**src/rtl/ssed_pkg.sv**
```systemverilog
// ----------------------------------------------------------------------------
// ssed_pkg: shared types and constants of the slow start exit detector
// Item, result and configuration records, mode and status codes, and the
// register indexes of the configuration port.
// ----------------------------------------------------------------------------
package ssed_pkg;

  // Threshold is the last round minimum divided by 2**RTT_DIVISOR_SHIFT, before clamping
  localparam int unsigned RTT_DIVISOR_SHIFT = 3;

  localparam logic [63:0] ALL64 = 64'hFFFF_FFFF_FFFF_FFFF;
  localparam logic [31:0] ALL32 = 32'hFFFF_FFFF;
  localparam logic [7:0]  ALL8  = 8'hFF;

  // Stream widths (payload padded to whole bytes)
  localparam int unsigned IN_DATA_W  = 312;
  localparam int unsigned OUT_DATA_W = 80;
  localparam int unsigned CFG_IDX_W  = 2;
  localparam int unsigned CFG_DATA_W = 32;

  // Configuration register indexes
  localparam logic [CFG_IDX_W-1:0] CFG_MIN_DELAY  = 2'd0;
  localparam logic [CFG_IDX_W-1:0] CFG_MAX_DELAY  = 2'd1;
  localparam logic [CFG_IDX_W-1:0] CFG_CSS_ROUNDS = 2'd2;
  localparam logic [CFG_IDX_W-1:0] CFG_MIN_SAMPLE = 2'd3;

  // Configuration reset values
  localparam logic [31:0] MIN_DELAY_RST  = 32'd4000000;
  localparam logic [31:0] MAX_DELAY_RST  = 32'd16000000;
  localparam logic [7:0]  CSS_ROUNDS_RST = 8'd5;
  localparam logic [7:0]  MIN_SAMPLE_RST = 8'd8;

  typedef enum logic [1:0] {
    MODE_ACK     = 2'd0,
    MODE_RESTART = 2'd1,
    MODE_DISABLE = 2'd2
  } mode_t;

  typedef enum logic [1:0] {
    STAT_REJECT = 2'd0,
    STAT_SAME   = 2'd1,
    STAT_CHANGE = 2'd2
  } status_t;

  typedef struct packed {
    logic [31:0] min_delay_threshold_ns;
    logic [31:0] max_delay_threshold_ns;
    logic [7:0]  css_round_limit;
    logic [7:0]  min_rtt_samples;
  } cfg_t;

  typedef struct packed {
    logic [1:0]  mode;
    logic [63:0] delivered_bytes;
    logic [63:0] bytes_in_flight;
    logic [63:0] rtt_sample_ns;
    logic        rtt_valid;
    logic [39:0] cwnd;
    logic [39:0] ssthresh;
    logic [15:0] link_mss;
    logic [15:0] model_mss;
    logic        time_nonzero;
  } item_t;

  typedef struct packed {
    logic [1:0]  status;
    logic        ack_in_css;
    logic        css_active;
    logic        exit_pending;
    logic [7:0]  css_round_count;
    logic [31:0] css_enter_count;
    logic [31:0] css_revert_count;
  } result_t;

endpackage

```
**src/rtl/ssed_cfg.sv**
```systemverilog
// ----------------------------------------------------------------------------
// ssed_cfg: configuration register file
// Holds the delay clamps, the CSS round limit and the sample minimum, written
// one register per request over the configuration channel.
// ----------------------------------------------------------------------------
module ssed_cfg
  import ssed_pkg::*;
(
  input  logic                  clk,
  input  logic                  rst,
  input  logic                  cfg_valid,
  output logic                  cfg_ready,
  input  logic [CFG_IDX_W-1:0]  cfg_index,
  input  logic [CFG_DATA_W-1:0] cfg_data,
  output cfg_t                  cfg
);

  // Always able to take a write
  assign cfg_ready = 1'b1;

  // Write the addressed register
  always_ff @(posedge clk) begin
    if (rst) begin
      cfg.min_delay_threshold_ns <= MIN_DELAY_RST;
      cfg.max_delay_threshold_ns <= MAX_DELAY_RST;
      cfg.css_round_limit        <= CSS_ROUNDS_RST;
      cfg.min_rtt_samples        <= MIN_SAMPLE_RST;
    end else if (cfg_valid && cfg_ready) begin
      case (cfg_index)
        CFG_MIN_DELAY:  cfg.min_delay_threshold_ns <= cfg_data;
        CFG_MAX_DELAY:  cfg.max_delay_threshold_ns <= cfg_data;
        CFG_CSS_ROUNDS: cfg.css_round_limit        <= cfg_data[7:0];
        CFG_MIN_SAMPLE: cfg.min_rtt_samples        <= cfg_data[7:0];
        default: ;
      endcase
    end
  end

endmodule

```
**src/rtl/ssed_core.sv**
```systemverilog
// ----------------------------------------------------------------------------
// ssed_core: detector state and per-item update
// Holds the round tracking, RTT minimums and phase flags. Computes the next
// state and the result of the registered item in one pass; state commits
// when step is high.
// ----------------------------------------------------------------------------
module ssed_core
  import ssed_pkg::*;
(
  input  logic    clk,
  input  logic    rst,
  input  logic    step,
  input  item_t   item,
  input  cfg_t    cfg,
  output result_t result
);

  logic [63:0] last_round_min_rtt, last_round_min_rtt_next;
  logic [63:0] current_round_min_rtt, current_round_min_rtt_next;
  logic [63:0] css_baseline_rtt, css_baseline_rtt_next;
  logic [63:0] round_end_delivered, round_end_delivered_next;
  logic [31:0] round_sample_count, round_sample_count_next;
  logic [7:0]  css_rounds_done, css_rounds_done_next;
  logic [31:0] enter_events, enter_events_next;
  logic [31:0] revert_events, revert_events_next;
  logic        detector_enabled, detector_enabled_next;
  logic        in_css, in_css_next;
  logic        arrival_css, arrival_css_next;
  logic        exit_flag, exit_flag_next;
  logic        initial_done, initial_done_next;
  status_t     status;
  logic        is_reject;

  function automatic logic [63:0] sat_add(input logic [63:0] a, input logic [63:0] b);
    logic [64:0] sum;
    sum = {1'b0, a} + {1'b0, b};
    return sum[64] ? ALL64 : sum[63:0];
  endfunction

  assign is_reject = !item.time_nonzero || (item.link_mss == 16'd0);

  // Compute next state and status for the current item
  always_comb begin : step_logic
    logic        halted;
    logic        start_round;
    logic [7:0]  rounds_inc;
    logic [63:0] cur_new;
    logic [31:0] cnt_new;
    logic        enough;
    logic [63:0] thr_raw;
    logic [31:0] thr;

    last_round_min_rtt_next    = last_round_min_rtt;
    current_round_min_rtt_next = current_round_min_rtt;
    css_baseline_rtt_next      = css_baseline_rtt;
    round_end_delivered_next   = round_end_delivered;
    round_sample_count_next    = round_sample_count;
    css_rounds_done_next       = css_rounds_done;
    enter_events_next          = enter_events;
    revert_events_next         = revert_events;
    detector_enabled_next      = detector_enabled;
    in_css_next                = in_css;
    arrival_css_next           = arrival_css;
    exit_flag_next             = exit_flag;
    initial_done_next          = initial_done;
    status                     = STAT_SAME;

    halted      = 1'b0;
    start_round = (round_end_delivered == 64'd0) ||
                  ((item.delivered_bytes != 64'd0) &&
                   (item.delivered_bytes >= round_end_delivered));
    rounds_inc  = (css_rounds_done == ALL8) ? css_rounds_done : css_rounds_done + 8'd1;
    cur_new     = ALL64;
    cnt_new     = 32'd0;
    enough      = 1'b0;
    thr_raw     = 64'd0;
    thr         = 32'd0;

    case (item.mode)
      MODE_ACK: begin
        if (is_reject) begin
          status = STAT_REJECT;
        end else begin
          arrival_css_next = in_css;
          // Detector runs only in enabled slow start with matching segment size
          if (detector_enabled && !initial_done && (item.cwnd < item.ssthresh) &&
              (item.model_mss == item.link_mss)) begin
            // Close the round; flag exit once enough CSS rounds are done
            if (start_round) begin
              if (in_css && (round_end_delivered != 64'd0)) begin
                css_rounds_done_next = rounds_inc;
                if (rounds_inc >= cfg.css_round_limit) begin
                  exit_flag_next = 1'b1;
                  status         = STAT_CHANGE;
                  halted         = 1'b1;
                end
              end
              if (!halted) begin
                last_round_min_rtt_next    = current_round_min_rtt;
                current_round_min_rtt_next = ALL64;
                round_sample_count_next    = 32'd0;
                round_end_delivered_next   = sat_add(item.delivered_bytes,
                                                     item.bytes_in_flight);
              end
            end
            // Take the RTT sample and decide on the phase
            if (!halted && item.rtt_valid && (item.rtt_sample_ns != 64'd0)) begin
              cur_new = (item.rtt_sample_ns < current_round_min_rtt_next) ?
                        item.rtt_sample_ns : current_round_min_rtt_next;
              cnt_new = (round_sample_count_next == ALL32) ? round_sample_count_next :
                        round_sample_count_next + 32'd1;
              current_round_min_rtt_next = cur_new;
              round_sample_count_next    = cnt_new;
              enough = cnt_new >= {24'd0, cfg.min_rtt_samples};
              // Clamp the threshold: lower bound first, upper bound wins
              thr_raw = last_round_min_rtt_next >> RTT_DIVISOR_SHIFT;
              if (thr_raw < {32'd0, cfg.min_delay_threshold_ns}) begin
                thr_raw = {32'd0, cfg.min_delay_threshold_ns};
              end
              if (thr_raw > {32'd0, cfg.max_delay_threshold_ns}) begin
                thr = cfg.max_delay_threshold_ns;
              end else begin
                thr = thr_raw[31:0];
              end
              if (in_css) begin
                if (enough && (cur_new < css_baseline_rtt)) begin
                  in_css_next           = 1'b0;
                  css_baseline_rtt_next = ALL64;
                  css_rounds_done_next  = 8'd0;
                  revert_events_next    = revert_events + 32'd1;
                  status                = STAT_CHANGE;
                end
              end else if (enough && (last_round_min_rtt_next != ALL64) &&
                           (cur_new != ALL64) &&
                           (cur_new >= sat_add(last_round_min_rtt_next, {32'd0, thr}))) begin
                css_baseline_rtt_next = cur_new;
                in_css_next           = 1'b1;
                css_rounds_done_next  = 8'd0;
                enter_events_next     = enter_events + 32'd1;
                status                = STAT_CHANGE;
              end
            end
          end
        end
      end
      MODE_RESTART: begin
        last_round_min_rtt_next    = ALL64;
        current_round_min_rtt_next = ALL64;
        css_baseline_rtt_next      = ALL64;
        round_end_delivered_next   = 64'd0;
        round_sample_count_next    = 32'd0;
        css_rounds_done_next       = 8'd0;
        enter_events_next          = 32'd0;
        revert_events_next         = 32'd0;
        detector_enabled_next      = 1'b1;
        in_css_next                = 1'b0;
        arrival_css_next           = 1'b0;
        exit_flag_next             = 1'b0;
        initial_done_next          = 1'b0;
      end
      MODE_DISABLE: begin
        detector_enabled_next = 1'b0;
        in_css_next           = 1'b0;
        arrival_css_next      = 1'b0;
        exit_flag_next        = 1'b0;
        initial_done_next     = 1'b1;
      end
      default: ;
    endcase
  end

  // Result reflects the state after this item
  always_comb begin
    result.status           = status;
    result.ack_in_css       = arrival_css_next;
    result.css_active       = in_css_next;
    result.exit_pending     = exit_flag_next;
    result.css_round_count  = css_rounds_done_next;
    result.css_enter_count  = enter_events_next;
    result.css_revert_count = revert_events_next;
  end

  // Commit state on each stepped item
  always_ff @(posedge clk) begin
    if (rst) begin
      last_round_min_rtt    <= ALL64;
      current_round_min_rtt <= ALL64;
      css_baseline_rtt      <= ALL64;
      round_end_delivered   <= 64'd0;
      round_sample_count    <= 32'd0;
      css_rounds_done       <= 8'd0;
      enter_events          <= 32'd0;
      revert_events         <= 32'd0;
      detector_enabled      <= 1'b1;
      in_css                <= 1'b0;
      arrival_css           <= 1'b0;
      exit_flag             <= 1'b0;
      initial_done          <= 1'b0;
    end else if (step) begin
      last_round_min_rtt    <= last_round_min_rtt_next;
      current_round_min_rtt <= current_round_min_rtt_next;
      css_baseline_rtt      <= css_baseline_rtt_next;
      round_end_delivered   <= round_end_delivered_next;
      round_sample_count    <= round_sample_count_next;
      css_rounds_done       <= css_rounds_done_next;
      enter_events          <= enter_events_next;
      revert_events         <= revert_events_next;
      detector_enabled      <= detector_enabled_next;
      in_css                <= in_css_next;
      arrival_css           <= arrival_css_next;
      exit_flag             <= exit_flag_next;
      initial_done          <= initial_done_next;
    end
  end

`ifndef SYNTHESIS
  // Enabled and disabled-latch flags always disagree
  a_enable_latch: assert property (@(posedge clk) disable iff (rst)
    detector_enabled != initial_done)
    else $error("detector_enabled and initial_done out of step");

  // CSS only runs while the detector is enabled
  a_css_enabled: assert property (@(posedge clk) disable iff (rst)
    in_css |-> detector_enabled)
    else $error("in_css set while detector disabled");

  // Exit flag only stands while the detector is enabled
  a_exit_enabled: assert property (@(posedge clk) disable iff (rst)
    exit_flag |-> detector_enabled)
    else $error("exit_flag set while detector disabled");

  // A rejected ACK leaves the phase and round tracking untouched
  a_reject_hold: assert property (@(posedge clk) disable iff (rst)
    (step && (item.mode == MODE_ACK) && is_reject) |=>
      ($stable(in_css) && $stable(arrival_css) && $stable(round_end_delivered)))
    else $error("rejected ACK changed detector state");
`endif

endmodule

```
**src/rtl/slow_start_exit_detector.sv**
```systemverilog
// ----------------------------------------------------------------------------
// slow_start_exit_detector: HyStart++ style slow start exit detector
// Per-ACK round tracking with round minimum RTT, conservative slow start
// entry and revert, and exit flagging after the configured CSS rounds.
//
//   channel  | direction | handshake          | payload
//   ---------+-----------+--------------------+-------------------------------
//   s_*      | in        | s_tvalid/s_tready  | s_tuser mode, s_tdata ACK fields
//   m_*      | out       | m_tvalid/m_tready  | m_tuser status, m_tdata counters
//   cfg_*    | in        | cfg_valid/cfg_ready| cfg_index, cfg_data
//
// One item per cycle sustained while m_tready is high; each request passes the item register, then the result register.
// The item register feeds one pass of compare/add logic that updates the
// detector state and loads the result register in the same cycle.
// A stalled result holds the result register and then the item register;
// s_tready drops only while both are full and m_tready is low.
// rst is synchronous; it restores the state and register reset values.
// ----------------------------------------------------------------------------
module slow_start_exit_detector
  import ssed_pkg::*;
(
  input  logic                  clk,
  input  logic                  rst,
  input  logic                  s_tvalid,
  output logic                  s_tready,
  // [1:0] mode
  input  logic [1:0]            s_tuser,
  // [63:0] delivered_bytes, [127:64] bytes_in_flight, [191:128] rtt_sample_ns,
  // [192] rtt_valid, [232:193] cwnd, [272:233] ssthresh, [288:273] link_mss,
  // [304:289] model_mss, [305] time_nonzero, [311:306] zero
  input  logic [IN_DATA_W-1:0]  s_tdata,
  output logic                  m_tvalid,
  input  logic                  m_tready,
  // [1:0] status
  output logic [1:0]            m_tuser,
  // [0] ack_in_css, [1] css_active, [2] exit_pending, [10:3] css_round_count,
  // [42:11] css_enter_count, [74:43] css_revert_count, [79:75] zero
  output logic [OUT_DATA_W-1:0] m_tdata,
  input  logic                  cfg_valid,
  output logic                  cfg_ready,
  input  logic [CFG_IDX_W-1:0]  cfg_index,
  input  logic [CFG_DATA_W-1:0] cfg_data
);

  cfg_t    cfg;
  item_t   item;
  logic    item_valid;
  result_t result;
  result_t out_res;
  logic    advance;

  ssed_cfg u_cfg (
    .clk       (clk),
    .rst       (rst),
    .cfg_valid (cfg_valid),
    .cfg_ready (cfg_ready),
    .cfg_index (cfg_index),
    .cfg_data  (cfg_data),
    .cfg       (cfg)
  );

  // Item moves on when the result register is free or being drained
  assign advance  = item_valid && (!m_tvalid || m_tready);
  assign s_tready = !item_valid || advance;

  // Item register
  always_ff @(posedge clk) begin
    if (rst) begin
      item_valid <= 1'b0;
    end else if (s_tready) begin
      item_valid <= s_tvalid;
    end
  end

  always_ff @(posedge clk) begin
    if (s_tvalid && s_tready) begin
      item.mode            <= s_tuser;
      item.delivered_bytes <= s_tdata[63:0];
      item.bytes_in_flight <= s_tdata[127:64];
      item.rtt_sample_ns   <= s_tdata[191:128];
      item.rtt_valid       <= s_tdata[192];
      item.cwnd            <= s_tdata[232:193];
      item.ssthresh        <= s_tdata[272:233];
      item.link_mss        <= s_tdata[288:273];
      item.model_mss       <= s_tdata[304:289];
      item.time_nonzero    <= s_tdata[305];
    end
  end

  ssed_core u_core (
    .clk    (clk),
    .rst    (rst),
    .step   (advance),
    .item   (item),
    .cfg    (cfg),
    .result (result)
  );

  // Result register
  always_ff @(posedge clk) begin
    if (rst) begin
      m_tvalid <= 1'b0;
    end else if (advance) begin
      m_tvalid <= 1'b1;
    end else if (m_tready) begin
      m_tvalid <= 1'b0;
    end
  end

  always_ff @(posedge clk) begin
    if (advance) begin
      out_res <= result;
    end
  end

  assign m_tuser = out_res.status;
  assign m_tdata = {5'd0, out_res.css_revert_count, out_res.css_enter_count,
                    out_res.css_round_count, out_res.exit_pending,
                    out_res.css_active, out_res.ack_in_css};

endmodule
```
**config.mk**
```make
export PLATFORM = sky130hd
export DESIGN_NAME = slow_start_exit_detector
export DESIGN_NICKNAME = d
export VERILOG_FILES = /design/src/rtl/ssed_pkg.sv /design/src/rtl/ssed_cfg.sv /design/src/rtl/ssed_core.sv /design/src/rtl/slow_start_exit_detector.sv
export SDC_FILE = /design/constraint.sdc
export NUM_CORES = 2
export LEC_CHECK = 0
export BUFFER_PORTS_ARGS = -buffer_cell sky130_fd_sc_hd__buf_2
export CAP_MARGIN = 20
export CORE_MARGIN = 1.5
export CORE_UTILIZATION = 40
export CTS_CLUSTER_DIAMETER = 60
export DETAILED_ROUTE_END_ITERATION = 10
export PLACE_DENSITY_LB_ADDON = 0.15
export RECOVER_POWER = 100
export SYNTH_ARGS = -nofsm -noshare
export SYNTH_HDL_FRONTEND = slang
export SYNTH_HIERARCHICAL = 1
export SYNTH_SLANG_ARGS = --single-unit
```
**constraint.sdc**
```tcl
create_clock -name clk -period 16 [get_ports clk]
set_clock_uncertainty 0.2 [all_clocks]
set_input_delay 2.4 -clock clk [delete_from_list [all_inputs] [get_ports clk]]
set_output_delay 2.4 -clock clk [all_outputs]
set_load 0.005 [all_outputs]
```
* Word level (Yosys, flattened, before mapping) *
Cells that the tools add are included.

cells by class
  add/subtract/negate cells = 6
  order comparisons = 9
  equal/unequal tests = 17
  muxes and demuxes = 112
  bitwise operators = 2
  reduce and logical (&&, ||, !) cells = 42

operators with widths
  cell                     count
  $mux W64                 32
  $mux W32                 24
  $pmux W64 S2             4
  $pmux W32 S2             3
  $reduce_bool A64 Y1      3
  $ge A64 B64 Y1           2
  $lt A64 B64 Y1           2
  $ne A64 B64 Y1 const B   2
  $add A32 B1 Y32 const B  3
  $mux W8                  9
  $add A64 B32 Y65         1
  $add A64 B64 Y65         1
  $gt A64 B32 Y1           1
  $logic_not A64 Y1        1
  $lt A61 B32 Y1           1
  $mux W61                 1
  $lt A40 B40 Y1           1
  $eq A32 B32 Y1 const B   1
  $ge A32 B8 Y1            1
  $mux W1                  26
  $eq A16 B16 Y1           1
  $logic_not A16 Y1        1
  $pmux W8 S2              1
  $mux W2                  7
  22 further kinds         59

word-level totals
  flip-flop bits (word level) = 832
  input port bits = 353
  output and inout bits = 85

* Logic depth before layout (Yosys ltp) *
  depth in word-level cells = 36
  mapped depth = 86

* Cells and area by module *
The synthesis kept the hierarchy.

by module, submodules not included
  module                    times used  cells an instance  area each (um^2)  seq. area each (um^2)
  ssed_core                 1           4946               35360.2           7307.0
  slow_start_exit_detector  1           401                11706.2           11601.1
  ssed_cfg                  1           313                3281.9            1601.5

* Worst setup path before layout *
No wires, ideal clock.

  path type = register to register
  start = reg u_core.css_rounds_done[3]
  end = reg out_res, in the netlist m_tdata[31] (data pin)
  data arrival time = 15.662 ns
  data required time = 15.534 ns
  setup slack = -0.129 ns
  cell stages (with the launch flop) = 86
  path buffers = 13
  period minus slack after synthesis = 16.129 ns
  cell sequence = dfxtp_1 -> clkbuf_1 -> and3_1 -> and3_1 -> nand3_1 -> nand4_1 -> xor2_1 -> inv_1 -> ha_1 -> a21o_1 -> a211o_1 -> a41oi_1 -> o31a_1 -> o31a_1 -> buf_6 -> buf_4 -> buf_2 -> clkbuf_1 -> [... 50 more ...] -> xor2_1 -> nor2_1 -> ha_1 -> nand4_1 -> nor2_1 -> nand3_1 -> nor3_1 -> inv_1 -> nor3_1 -> o311ai_0 -> a221o_1 -> a221oi_1 -> nand2_1 -> or4_1 -> buf_2 -> buf_2 -> o211ai_1 -> o31ai_1

RTL lines
  what                    RTL line                         RTL
  start, declared         ssed_core.sv:23                  logic [7:0] css_rounds_done, css_rounds_done_next;
  start signal, assigned  ssed_core.sv:205                 css_rounds_done <= css_rounds_done_next;
  end signal, assigned    slow_start_exit_detector.sv:112  out_res <= result;
  end, declared           slow_start_exit_detector.sv:49   result_t out_res;

==> run metrics <==
kind of critical path reg2reg; DP Wirelength 122,000 µm; Setup crit start kind register; CTS tree yes; cells on worst reg2reg path 76; RePlAce Congestion 0.960; Die ar. 128,000 µm²; sequential share of the synthesized area 40.7%; vias 44,100; fin nets 7,164; die height 358 µm; failing checks max-capacitance violations, max-slew violations; die width 358 µm; initial antenna violation count 27; worst reg2reg setup slack 0.77 ns; Worst Tran Pin Value 3.75 ns; min Tclk post-route 15.23 ns; leakage 0.0260 µW; most used cell, CP buf_4; status finished with violations; unique cell type count in the Yosys netlist 91; Synth Instances 5,660; multi-input logic area 27,500 µm²; most common cell after layout, fill and taps aside nor2_1; crit share post-route 95.2%; launching point of the worst reg2reg path u_core/css_rounds_done[0]$_SDFFE_PP0P_; PortBufs 425; register area 20,500 µm²; Num CTS Buffers 112; area grow syn2layout 20.0%; Skew-Pair Late Insertion Delay 0.74 ns; Slowest cell on crit path or4_4; pwr/cell area 93.0 nW/µm²; Worst EP required 16.28 ns; ys async rst share 0%; top cell type's share of synthesized area 23.0%; critical path startpoint u_core/css_rounds_done[0]$_SDFFE_PP0P_; post-layout util 48.6%; vias in the first global route 42,000; Initial DRC Count 3,010; Worst Hold Class reg2reg; first-pass GRT wire length 244,000 µm; RR Endpoint m_tdata[29]$_DFFE_PP_; fin. max-slew vios 765; max-cap violation count 13; Critical Path Sink Type register; Root Buffer clkbuf_16; main flop type after synthesis dfxtp_1; gr usage total 24.4%; CP max FO 49; core region area 124,000 µm²; CTS Sinks 832; most frequent cells in the layout 584 x nor2_1, 554 x nand2_1, 475 x ha_1, 447 x dfxtp_1, 385 x edfxtp_1; Slew headroom -150%; share of cells above drive strength 1 16.1%; largest net degree at the start of global routing 154; starting density of the core 40.5%; Crit path largest cell delay 0.50 ns; # IOs 438; Std-Cell Rows 129; H-tree level count 3; CTS max path bufs 3; Via density 5.46; Overflow after GRT 0; Max VDD drop 98.0 µV; # DRC 0; Worst-path clk slew 0.06 ns; Synth area leaders edfxtp_1 23%, dfxtp_1 18%, ha_1 12%, nor2_1 4.4%, nand2_1 4.2%; EDFF count, synth 385; Setup WS pre-CTS -0.681 ns; hold bufs inserted after CTS 0; Synth Register Bits 832; routed length per placed instance 19.8 µm; CP arrival 15.51 ns; DRT antenna net count 0; fillers 12,100; Synth Cell Area 50,300 µm²; worst setup margin 0.768 ns; post-route cell area 60,400 µm²; Yosys top cell by area edfxtp_1; Synth warnings 6; Detailed Routing Iterations Pass 1 6; WHS 0.267 ns; Hold Vio Cnt, Final 0; syn_area_per_cell 8.90 µm²; Critical Path End m_tdata[29]$_DFFE_PP_; Peak Freq 65.7 MHz; Routed WL 160,000 µm; Placed Area 56,500 µm²; Setup Viol. Count Final 0
Yosys cell counts (9+ instances only):
master,number
a31oi_1,48
nand4b_1,13
or3_1,30
buf_1,21
a41oi_1,12
o21ai_0,379
inv_1,384
or4_1,16
o211ai_1,38
nand4_1,162
a21oi_1,350
nand2_1,557
o31a_1,10
nand3_1,142
o31ai_1,76
dfxtp_1,447
o21a_1,34
edfxtp_1,385
buf_2,28
and2_1,25
nor3_1,104
nor2_1,593
a211oi_1,27
nor4_1,100
a311oi_1,12
a211o_1,11
nand2b_1,136
nor2b_1,40
buf_4,17
mux2i_1,125
xor2_1,45
and4_1,19
mux2_2,48
nand3b_1,10
and3_1,48
or2_2,15
a2111oi_0,9
ha_1,476
o22ai_1,96
clkbuf_1,184
o21bai_1,16
xnor2_1,89
a21o_1,140
buf_6,14
cell type report:
cell class,instances,area share [%]
Multi-Input combinational cell,4184,45.5
Sequential cell,832,34.0
Timing Repair Buffer,819,8.38
Clock buffer,139,4.93
Tap cell,1637,3.39
Inverter,384,2.39
Clock inverter,73,1.44
Antenna cell,9,0.0373
cell families after synthesis:
logic type	synth area share, %
other	0.0149
adders and majority gates	11.9
DFF	40.7
muxes	3.56
AOI/OAI and AO/OA	16.5
buffers and inverters	5.24
and+or+nand+nor	19.8
xor gates and xnor gates	2.33
critical path: cells and delay by family (launching register included):
kind | cells | cell delay (ns)
adder cells (fa/ha/maj) | 6 | 1.52
AO/OA/AOI/OAI | 32 | 6.30
XOR/XNOR | 2 | 0.52
buffers and inverters | 17 | 2.86
flip-flops | 1 | 0.31
AND/OR/NAND/NOR | 18 | 2.88
multiplexers | 1 | 0.37
worst min-delay path by stage:
stage,start,end,slack [ns],depth (start not counted)
finish,item_valid$_SDFFE_PP0P_,m_tvalid$_SDFFE_PP0P_,0.27,2
global route,u_cfg/cfg[48]$_SDFFE_PP0P_,u_cfg/cfg[48]$_SDFFE_PP0P_,0.28,2
CTS,u_cfg/cfg[48]$_SDFFE_PP0P_,u_cfg/cfg[48]$_SDFFE_PP0P_,0.27,2
global placement,u_core/round_end_delivered[62]$_SDFFE_PP0P_,u_core/round_end_delivered[62]$_SDFFE_PP0P_,0.26,2
detailed placement,u_cfg/cfg[48]$_SDFFE_PP0P_,u_cfg/cfg[48]$_SDFFE_PP0P_,0.27,2
floorplan,u_core/round_end_delivered[4]$_SDFFE_PP0P_,u_core/round_end_delivered[4]$_SDFFE_PP0P_,0.24,2
layer usage:
metal / part of all wire, % / GRT usage (%) / vias to the layer above / wire length [µm]
li1: - / - / 21900 / -
met1: 44 / 31.4 / 20800 / 70200
met2: 47 / 40.9 / 1095 / 75500
met3: 5.2 / 3.76 / 284 / 8310
met4: 3.6 / 9.46 / 28 / 5810
met5: 0.12 / 0 / - / 185
sequential cells by signal, indices dropped and copies added (netlist names):
name,count
u_cfg/cfg,80
u_core/arrival_css,1
m_tdata,75
u_core/last_round_min_rtt,64
m_tvalid,1
u_core/exit_flag,1
u_core/revert_events,32
u_core/css_baseline_rtt,64
u_core/current_round_min_rtt,64
item,308
u_core/initial_done,1
item_valid,1
u_core/in_css,1
u_core/detector_enabled,1
u_core/round_sample_count,32
u_core/round_end_delivered,64
u_core/css_rounds_done,8
u_core/enter_events,32
m_tuser,2
stage by stage:
step                setup TNS, ns  power [µW]  instances
global route               -0.104        5850       8076
detailed placement         -78.33        3070       7849
floorplan                       0        2790       5664
global placement           -53.26        3060       7848
finish                          0        5620       8077
CTS                             0        5670       8062
what timing repair did:
action | CTS | global route
endpoints found under the setup margin | 148 | 148
resized for setup | 9 | 50
pin swaps | 2 | 20
buffers inserted | 1 | 5
gates cloned | 0 | 1
endpoints found under the hold margin | 0 | 0
power breakdown:
group	switching, µW	internal, µW
logic	397	288
registers	47.8	2300
clock network	1050	1540
Power figures use the tool's default switching activity.
